==> config.mk <==
export PLATFORM = sky130hd
export DESIGN_NAME = weekly_schedule_thermostat
export DESIGN_NICKNAME = d
export VERILOG_FILES = /design/src/rtl/wst_pkg.sv /design/src/rtl/wst_time.sv /design/src/rtl/wst_cell.sv /design/src/rtl/weekly_schedule_thermostat.sv
export VERILOG_INCLUDE_DIRS = /design/src /design/src/rtl
export SDC_FILE = /design/constraint.sdc
export NUM_CORES = 2
export LEC_CHECK = 0
export BUFFER_PORTS_ARGS = -buffer_cell sky130_fd_sc_hd__buf_2
export CORE_MARGIN = 2
export CORE_UTILIZATION = 44
export CTS_BUF_LIST = sky130_fd_sc_hd__clkbuf_16
export DETAILED_ROUTE_END_ITERATION = 10
export GPL_ROUTABILITY_DRIVEN = 1
export PLACE_DENSITY_LB_ADDON = 0.3
export SLEW_MARGIN = 15
export SYNTH_ARGS = -nofsm -noshare
export SYNTH_HDL_FRONTEND = slang
export SYNTH_SLANG_ARGS = --single-unit
==> constraint.sdc <==
create_clock -name clk -period 6.55 [get_ports clk]
set_clock_uncertainty 0.15 [all_clocks]
set_input_delay 0.655 -clock clk [delete_from_list [all_inputs] [get_ports clk]]
set_output_delay 0.655 -clock clk [all_outputs]
set_load 0.005 [all_outputs]
==> src/rtl/weekly_schedule_thermostat_macros.svh <==
// Assertion macros shared by the thermostat RTL
`ifndef WEEKLY_SCHEDULE_THERMOSTAT_MACROS_SVH
`define WEEKLY_SCHEDULE_THERMOSTAT_MACROS_SVH

// same-cycle implication, clocked on clk, off during reset
`define WST_ASSERT_IMP(label, ante, cons, msg) \
    label: assert property (@(posedge clk) disable iff (!rst_n) (ante) |-> (cons)) \
        else $error(msg);

// next-cycle implication, clocked on clk, off during reset
`define WST_ASSERT_NEXT(label, ante, cons, msg) \
    label: assert property (@(posedge clk) disable iff (!rst_n) (ante) |=> (cons)) \
        else $error(msg);

`endif

==> src/rtl/wst_pkg.sv <==
// Types and constants of the weekly schedule thermostat
package wst_pkg;

    typedef struct packed {
        logic               action;
        logic [31:0]        unix_time;
        logic [2:0]         weekday;
        logic signed [15:0] current_temp;
        logic [4:0]         entry_index;
        logic [13:0]        entry_minute;
        logic signed [15:0] entry_temp;
    } cmd_t;

    typedef struct packed {
        logic               heater_on;
        logic signed [15:0] target_temp;
        logic [4:0]         active_entry;
        logic               schedule_used;
        logic               fell_back;
    } result_t;

    typedef struct packed {
        logic               valid;
        logic [13:0]        now;
        logic [5:0]         len;
        logic               found;
        logic               wrap;
        logic [4:0]         sel;
        logic signed [15:0] sel_target;
        logic signed [15:0] prev_target;
        logic signed [15:0] last_target;
    } probe_t;

    typedef struct packed {
        logic               en;
        logic [4:0]         index;
        logic [13:0]        minute;
        logic signed [15:0] temp;
    } wr_t;

    localparam logic ACT_TICK  = 1'b0;
    localparam logic ACT_WRITE = 1'b1;

    localparam logic [1:0] REG_MODE   = 2'd0;
    localparam logic [1:0] REG_MANUAL = 2'd1;
    localparam logic [1:0] REG_LENGTH = 2'd2;

    localparam logic signed [15:0] MANUAL_RESET = 16'sd1800;

    localparam int LEN_W = 6;

    // floor(x/15) for x below 2**30: (x * RECIP_15) >> 34
    localparam logic [30:0] RECIP_15 = 31'd1145324613;
    localparam int          SHIFT_15 = 34;
    // floor(x/45) for x below 2**22: (x * RECIP_45) >> 28
    localparam logic [22:0] RECIP_45 = 23'd5965233;
    localparam int          SHIFT_45 = 28;

    localparam logic [10:0] MIN_PER_DAY = 11'd1440;

endpackage

==> src/rtl/wst_time.sv <==
// Unix time and weekday to minute of the week, three registered stages
module wst_time
    import wst_pkg::*;
(
    input  logic        clk,
    input  logic        rst_n,
    input  logic        go,
    input  logic [31:0] unix_time,
    input  logic [2:0]  weekday,
    output logic        now_valid,
    output logic [13:0] now
);

    logic        v1_reg, v2_reg, v3_reg;
    logic [26:0] q1_reg, q1b_reg;
    logic [15:0] qq_reg;
    logic [2:0]  wd1_reg, wd2_reg;
    logic [13:0] now_reg;

    logic [60:0] prod1;
    logic [44:0] prod2;
    logic [26:0] q1_next;
    logic [15:0] qq_next;
    logic [26:0] day_base;
    logic [10:0] min_of_day;
    logic [13:0] now_next;

    // minutes since epoch: (t >> 2) / 15
    assign prod1   = 61'(unix_time[31:2]) * 61'(RECIP_15);
    assign q1_next = 27'(prod1 >> SHIFT_15);

    // days since epoch: (q1 >> 5) / 45
    assign prod2   = 45'(q1_reg[26:5]) * 45'(RECIP_45);
    assign qq_next = 16'(prod2 >> SHIFT_45);

    assign day_base   = 27'(qq_reg) * 27'(MIN_PER_DAY);
    assign min_of_day = 11'(q1b_reg - day_base);
    assign now_next   = 14'(14'(wd2_reg) * 14'(MIN_PER_DAY)) + 14'(min_of_day);

    always_ff @(posedge clk or negedge rst_n)
    begin
        if (!rst_n)
        begin
            v1_reg <= 1'b0;
            v2_reg <= 1'b0;
            v3_reg <= 1'b0;
        end
        else
        begin
            v1_reg <= go;
            v2_reg <= v1_reg;
            v3_reg <= v2_reg;
        end
    end

    always_ff @(posedge clk)
    begin
        q1_reg  <= q1_next;
        wd1_reg <= weekday;
        q1b_reg <= q1_reg;
        qq_reg  <= qq_next;
        wd2_reg <= wd1_reg;
        now_reg <= now_next;
    end

    assign now_valid = v3_reg;
    assign now       = now_reg;

endmodule

==> src/rtl/wst_cell.sv <==
// One schedule cell: holds an entry and passes the search probe on
module wst_cell
    import wst_pkg::*;
#(
    parameter int INDEX = 0
)
(
    input  logic   clk,
    input  logic   rst_n,
    input  wr_t    wr,
    input  probe_t probe_in,
    output probe_t probe_out
);

    logic [13:0]        minute_reg;
    logic signed [15:0] target_reg;
    probe_t             probe_reg;
    probe_t             probe_next;
    logic               in_range;
    logic               is_last;

    assign in_range = 32'(probe_in.len) > INDEX;
    assign is_last  = 32'(probe_in.len) == INDEX + 1;

    always_comb
    begin
        probe_next = probe_in;
        if (probe_in.valid && in_range)
        begin
            if (!probe_in.found && (minute_reg > probe_in.now))
            begin
                probe_next.found = 1'b1;
                if (INDEX == 0)
                begin
                    probe_next.wrap = 1'b1;
                end
                else
                begin
                    probe_next.sel        = 5'(INDEX - 1);
                    probe_next.sel_target = probe_in.prev_target;
                end
            end
            if (is_last)
            begin
                probe_next.last_target = target_reg;
            end
            probe_next.prev_target = target_reg;
        end
    end

    always_ff @(posedge clk)
    begin
        if (wr.en && (32'(wr.index) == INDEX))
        begin
            minute_reg <= wr.minute;
            target_reg <= wr.temp;
        end
    end

    always_ff @(posedge clk or negedge rst_n)
    begin
        if (!rst_n)
        begin
            probe_reg <= '0;
        end
        else
        begin
            probe_reg <= probe_next;
        end
    end

    assign probe_out = probe_reg;

endmodule

==> src/rtl/weekly_schedule_thermostat.sv <==
// Weekly schedule thermostat top level: control, registers and cell chain
//
//  channel   handshake                  word
//  command   start in, busy out         cmd   (cmd_t)
//  result    done out, one cycle        result (result_t)
//  config    APB psel/penable/pwrite    pwdata, prdata at paddr 0, 4, 8
//
// A scheduled tick passes three stages of time conversion, then the registered
// probe of each cell of the search chain. Writes, manual and fallback ticks go
// from acceptance straight to finish. busy is high from acceptance until the
// cycle that shows done. Reset clears mode, length, heater and fallback latch and
// sets manual to MANUAL_RESET; schedule entries are not cleared. The receiver
// cannot stall: done is high for one cycle; result holds until the next finish.
module weekly_schedule_thermostat
    import wst_pkg::*;
#(
    parameter int MAX_ENTRIES = 32
)
(
    input  logic        clk,
    input  logic        rst_n,
    input  logic        start,
    output logic        busy,
    input  cmd_t        cmd,
    output logic        done,
    output result_t     result,
    input  logic        psel,
    input  logic        penable,
    input  logic        pwrite,
    input  logic [3:0]  paddr,
    input  logic [31:0] pwdata,
    output logic [31:0] prdata,
    output logic        pready
);

`include "weekly_schedule_thermostat_macros.svh"

    localparam logic [1:0] S_IDLE = 2'd0;
    localparam logic [1:0] S_WALK = 2'd1;
    localparam logic [1:0] S_FIN  = 2'd2;

    localparam logic [1:0] K_WRITE  = 2'd0;
    localparam logic [1:0] K_MANUAL = 2'd1;
    localparam logic [1:0] K_FALL   = 2'd2;
    localparam logic [1:0] K_SCHED  = 2'd3;

    logic [1:0]         state_reg, state_next;
    logic [1:0]         kind_reg, kind_next;
    logic               mode_reg;
    logic signed [15:0] manual_reg;
    logic [LEN_W-1:0]   length_reg;
    logic               heater_reg, heater_next;
    logic               fall_reg, fall_next;
    logic               done_reg;
    result_t            result_reg, result_next;
    logic signed [15:0] temp_reg;
    logic signed [15:0] sched_target_reg;
    logic [4:0]         sched_sel_reg;

    logic               accept;
    logic               cfg_we;
    logic [LEN_W-1:0]   len_sat;
    logic               now_valid;
    logic [13:0]        now;
    wr_t                wr;
    probe_t             chain [0:MAX_ENTRIES];
    probe_t             tail;
    logic               tail_wrap;
    logic signed [15:0] target;

    assign busy   = state_reg != S_IDLE;
    assign accept = start && !busy;
    assign pready = 1'b1;
    assign cfg_we = psel && penable && pwrite && pready;

    assign len_sat = (32'(length_reg) > MAX_ENTRIES) ? LEN_W'(MAX_ENTRIES) : length_reg;

    always_comb
    begin
        if (cmd.action == ACT_WRITE)
        begin
            kind_next = K_WRITE;
        end
        else if (mode_reg && !fall_reg)
        begin
            kind_next = (len_sat == '0) ? K_FALL : K_SCHED;
        end
        else
        begin
            kind_next = K_MANUAL;
        end
    end

    assign wr.en     = accept && (cmd.action == ACT_WRITE);
    assign wr.index  = cmd.entry_index;
    assign wr.minute = cmd.entry_minute;
    assign wr.temp   = cmd.entry_temp;

    wst_time u_time (
        .clk       (clk),
        .rst_n     (rst_n),
        .go        (accept && (kind_next == K_SCHED)),
        .unix_time (cmd.unix_time),
        .weekday   (cmd.weekday),
        .now_valid (now_valid),
        .now       (now)
    );

    always_comb
    begin
        chain[0]       = '0;
        chain[0].valid = now_valid;
        chain[0].now   = now;
        chain[0].len   = len_sat;
    end

    for (genvar i = 0; i < MAX_ENTRIES; i++)
    begin : g_cell
        wst_cell #(
            .INDEX (i)
        ) u_cell (
            .clk       (clk),
            .rst_n     (rst_n),
            .wr        (wr),
            .probe_in  (chain[i]),
            .probe_out (chain[i+1])
        );
    end

    assign tail      = chain[MAX_ENTRIES];
    assign tail_wrap = !tail.found || tail.wrap;

    always_comb
    begin
        state_next = state_reg;
        case (state_reg)
            S_IDLE:
            begin
                if (accept)
                begin
                    state_next = (kind_next == K_SCHED) ? S_WALK : S_FIN;
                end
            end
            S_WALK:
            begin
                if (tail.valid)
                begin
                    state_next = S_FIN;
                end
            end
            S_FIN:
            begin
                state_next = S_IDLE;
            end
            default:
            begin
                state_next = S_IDLE;
            end
        endcase
    end

    assign target = (kind_reg == K_SCHED) ? sched_target_reg : manual_reg;

    always_comb
    begin
        result_next = '0;
        heater_next = heater_reg;
        fall_next   = fall_reg;
        case (kind_reg)
            K_WRITE:
            begin
            end
            K_FALL:
            begin
                fall_next                 = 1'b1;
                result_next.fell_back     = 1'b1;
                result_next.target_temp   = manual_reg;
            end
            K_MANUAL, K_SCHED:
            begin
                result_next.target_temp = target;
                if (kind_reg == K_SCHED)
                begin
                    result_next.active_entry  = sched_sel_reg;
                    result_next.schedule_used = 1'b1;
                end
                if ($signed(temp_reg) < $signed(target))
                begin
                    heater_next = 1'b1;
                end
                else if ($signed(temp_reg) > $signed(target))
                begin
                    heater_next = 1'b0;
                end
            end
            default:
            begin
            end
        endcase
        result_next.heater_on = heater_next;
    end

    always_ff @(posedge clk or negedge rst_n)
    begin
        if (!rst_n)
        begin
            state_reg  <= S_IDLE;
            kind_reg   <= K_WRITE;
            mode_reg   <= 1'b0;
            manual_reg <= MANUAL_RESET;
            length_reg <= '0;
            heater_reg <= 1'b0;
            fall_reg   <= 1'b0;
            done_reg   <= 1'b0;
        end
        else
        begin
            state_reg <= state_next;
            done_reg  <= state_reg == S_FIN;
            if (accept)
            begin
                kind_reg <= kind_next;
            end
            if (state_reg == S_FIN)
            begin
                heater_reg <= heater_next;
                fall_reg   <= fall_next;
            end
            if (cfg_we)
            begin
                case (paddr[3:2])
                    REG_MODE:
                    begin
                        mode_reg <= pwdata[0];
                        fall_reg <= 1'b0;
                    end
                    REG_MANUAL:
                    begin
                        manual_reg <= pwdata[15:0];
                    end
                    REG_LENGTH:
                    begin
                        length_reg <= pwdata[LEN_W-1:0];
                    end
                    default:
                    begin
                    end
                endcase
            end
        end
    end

    always_ff @(posedge clk)
    begin
        if (accept)
        begin
            temp_reg <= cmd.current_temp;
        end
        if ((state_reg == S_WALK) && tail.valid)
        begin
            sched_target_reg <= tail_wrap ? tail.last_target : tail.sel_target;
            sched_sel_reg    <= tail_wrap ? 5'(tail.len - 6'd1) : tail.sel;
        end
        if (state_reg == S_FIN)
        begin
            result_reg <= result_next;
        end
    end

    always_comb
    begin
        case (paddr[3:2])
            REG_MODE:   prdata = {31'd0, mode_reg};
            REG_MANUAL: prdata = {{16{manual_reg[15]}}, manual_reg};
            REG_LENGTH: prdata = {{(32 - LEN_W){1'b0}}, length_reg};
            default:    prdata = '0;
        endcase
    end

    assign done   = done_reg;
    assign result = result_reg;

    `WST_ASSERT_IMP(a_done_idle, done_reg, !busy, "done shown while busy")
    `WST_ASSERT_NEXT(a_fin_done, state_reg == S_FIN, done_reg, "finish without done")
    `WST_ASSERT_IMP(a_tail_walk, tail.valid, state_reg == S_WALK, "probe left chain outside walk")
    `WST_ASSERT_IMP(a_fell_latch, done_reg && result_reg.fell_back, fall_reg && !result_reg.schedule_used, "fallback not latched")

endmodule
==> metrics.txt <==
Netlist cell types 83; die width ~560 um; slowest CP cell fa_1; DRT Pass-1 Iters 7; Rows 205; largest family of logic cells by synthesized area multiplexers; Post-Synth XOR/XNOR Area 0.3802%; Peak VDD IR around 2.6 mV; Critical Path Fanout Max 4; Sw Share 37.08%; multi-input logic area 43000 sq um; DR DRC count 0; r2r endpoint u_time.qq_reg[5]; Cell Chain, Critical Path ha_1 > ha_1 > fa_1 > fa_1 > inv_1 > fa_1 > inv_1 > fa_1 > fa_1 > ha_1 > nand4_1 > nor2_1 > nand4_1 > o31ai_1 > o31ai_1 > a21oi_1 > a21oi_1 > nor2b_1 > nor2_1 > xnor2_1; r2r startpoint u_time.q1_reg[17]; DP Cell Count 13120; die area 318700 sq um; Initial Utilization 44.28%; Slew Viols, Final 0; Cells after Synth 8783; Routed Antenna Nets 0; switching pwr 31.29 mW; unrepaired setup endpoints after global routing no; nets around 11000; htree depth 5; mapped cell area ~140000 sq um; vias per cell 5.060; HP Class in2reg; Seq/Total Area, Yosys between 60 and 70%; routability cong. 0.8575; depth of the most critical reg-to-reg path 20; vias post-DR roughly 70000; Placement Setup Slack -0.3134 ns; syn_nets 10060; total power 84.39 mW; ys flop type dfrtp_1; CTS Buf Count roughly 350; Worst Path Arrival 6.71 ns; Final Instance Count excl. Fillers 13810; Slew HR 20.82%; Worst path max stage delay 0.63 ns; clock network power share 22.4%; vias in the first global route 78330; CTS tree done; Critical Path End Type register; CP startpoint kind register; fmax ~0.16 GHz; Die Height 564.5 um; Internal ~53 mW; Hold Fails Final Rpt 0; Layout area overhead 13.57%; hold_sp cmd[86]; Seq. cell area 91530 sq um; total global-route track usage 19.10%; Yosys warnings 0; Largest register FFs between 2000 and 2500; Synth Area in Compound Gates 2.726%; Post-synth EDFFs 1021; asr flop ratio synth roughly 70%; R2R Setup Slk 0.43 ns; status finished clean; initial antenna violation count 38; WHS Path Cells 2; Bufs on Longest Clock Path 4; share of layout cells above drive strength 1 25.29%; Crit path top cell by count fa_1; CP Buf/Inv Count 2; adder-cell area share of the yosys netlist 11.69%; Worst-Skew Late Latency 0.89 ns; most common cell after layout, fill and taps aside dfrtp_1; Detailed Route WL ~300000 um; core area 312200 sq um; most frequent cells in the layout 2377 x dfrtp_1, 1476 x mux2_2, 1021 x edfxtp_1, 983 x inv_1, 898 x ha_1; Port Buffer Count 166; Iter 0 DRT Violations 4132; Simple-Gate Fraction of Synth Area 3.721%; DPL Wire Length 208500 um; num ports 188; pin count of the biggest net entering global routing roughly 190; maxcap violations 0; total gr overflow 0; FF+latch count, synth 3466; worst setup margin 0.4260 ns; multiplexer area fraction after synthesis ~12%; Slew @ Worst Pin around 1.2 ns; WHS Endpoint kind_reg[0]; sequential group share of total power 30.5%; combinational fraction of design power 47.1%; DR WL/cell roughly 22 um; Final period util roughly 93%; post-CTS setup buffers 0; critical path class reg2reg; cell family with most CP delay adder cells; setup violators final 0; Pwr per Cell Area 537.5 nW/um^2; first-pass GRT wire length around 460000 um; clk sinks ~3500; Avg Cell Area, Syn 15.74 sq um; Clock transition at path regs about 0.060 ns; Root Buffer clkbuf_16; Worst EP required ~7 ns; number of fill cells in the layout 25620; crit path time final just over 6 ns; Leak Pwr between 70 and 80 nW
==> power by group through the flow <==
stage / Sequential (mW) / Combinational, mW / Clock [mW]
after CTS: 25.8 / 40.0 / 19.3
after global placement: 26.1 / 38.0 / 0
after detailed placement: 26.2 / 39.4 / 0
final: 25.7 / 39.8 / 18.9
after global routing: 25.9 / 45.3 / 20.2
after floorplan: 25.5 / 28.8 / 0
==> worst max-delay path by stage <==
| stage | from | to | slack (ns) | cells after the start |
|---|---|---|---|---|
| finish | u_time.q1_reg[17] | u_time.qq_reg[5] | 0.43 | 20 |
| global route | u_time.q1_reg[18] | u_time.qq_reg[5] | 0.07 | 20 |
| CTS | u_time.q1_reg[10] | u_time.qq_reg[5] | 0.31 | 21 |
| detailed placement | cmd[62] | u_time.q1_reg[25] | -0.31 | 25 |
| global placement | cmd[66] | u_time.q1_reg[25] | -0.34 | 25 |
| floorplan | cmd[83] | u_time.q1_reg[25] | 0.42 | 22 |
==> routing by layer <==
layer,up-vias,wire [um],track usage (%)
met4,6,8271,5.411
met1,36330,125700,24.27
met5,-,40,0
li1,31720,-,-
met2,1269,154400,33.98
met3,541,11250,2.661
==> Yosys cell counts, drive strengths merged (18+ instances only) <==
cell    number  area, sq um
clkbuf     110        412.9
o21a        30        226.5
and3        34        212.7
dfxtp       64         1281
nor2b      112        700.7
a21o       107        803.3
nor3        29        150.1
ha         898        11240
edfxtp    1021        30660
o21ai      108        540.5
nand3       58        290.3
nand4       91        575.6
xor2        20        175.2
mux2      1498        16870
or2         59        369.1
fa         246         4925
nor2       206        778.2
nand2b      94        588.1
inv        888         3333
nand2      135        511.7
a211oi      18        145.1
buf         60        322.8
and2        69        431.7
dfrtp     2377        59480
a21oi      196        980.9
xnor2       40        350.3
==> per-stage QoR <==
step / cell area, sq um / setup TNS [ns] / hold slack [ns] / util (%)
after detailed placement: 145600 / -1.460 / 0.1621 / 46.64
after global routing: 157000 / 0 / 0.09897 / 50.29
after floorplan: 138200 / 0 / 0.1596 / -
after global placement: 145500 / -1.798 / 0.1639 / 46.62
final: 157000 / 0 / 0.1029 / 50.29
after CTS: 156900 / 0 / 0.03334 / 50.27
==> cell type report <==
| type | count | area share (%) |
|---|---|---|
| inverter | 889 | 2.126 |
| sequential | 3466 | 58.30 |
| clock inverter | 279 | 1.180 |
| antenna | 4 | 0.006376 |
| clock buffer | 364 | 5.802 |
| tap | 4140 | 3.299 |
| multi-input combinational | 4258 | 27.39 |
| timing repair buffer | 407 | 1.900 |
==> kinds of logic after synthesis <==
logic type	Yosys count
AOI/OAI and AO/OA	585
xor gates and xnor gates	60
adders and majority gates	1144
buffers and inverters	1059
DFF	3466
muxes	1514
other	1
and+or+nand+nor	954
==> what timing repair did <==
item | CTS | global route
setup endpoints to repair | 0 | 1
gates resized for setup | 0 | 2
hold endpoints to repair | 152 | 0
hold buffers | 39 | 0
Power figures use the tool's default switching activity.
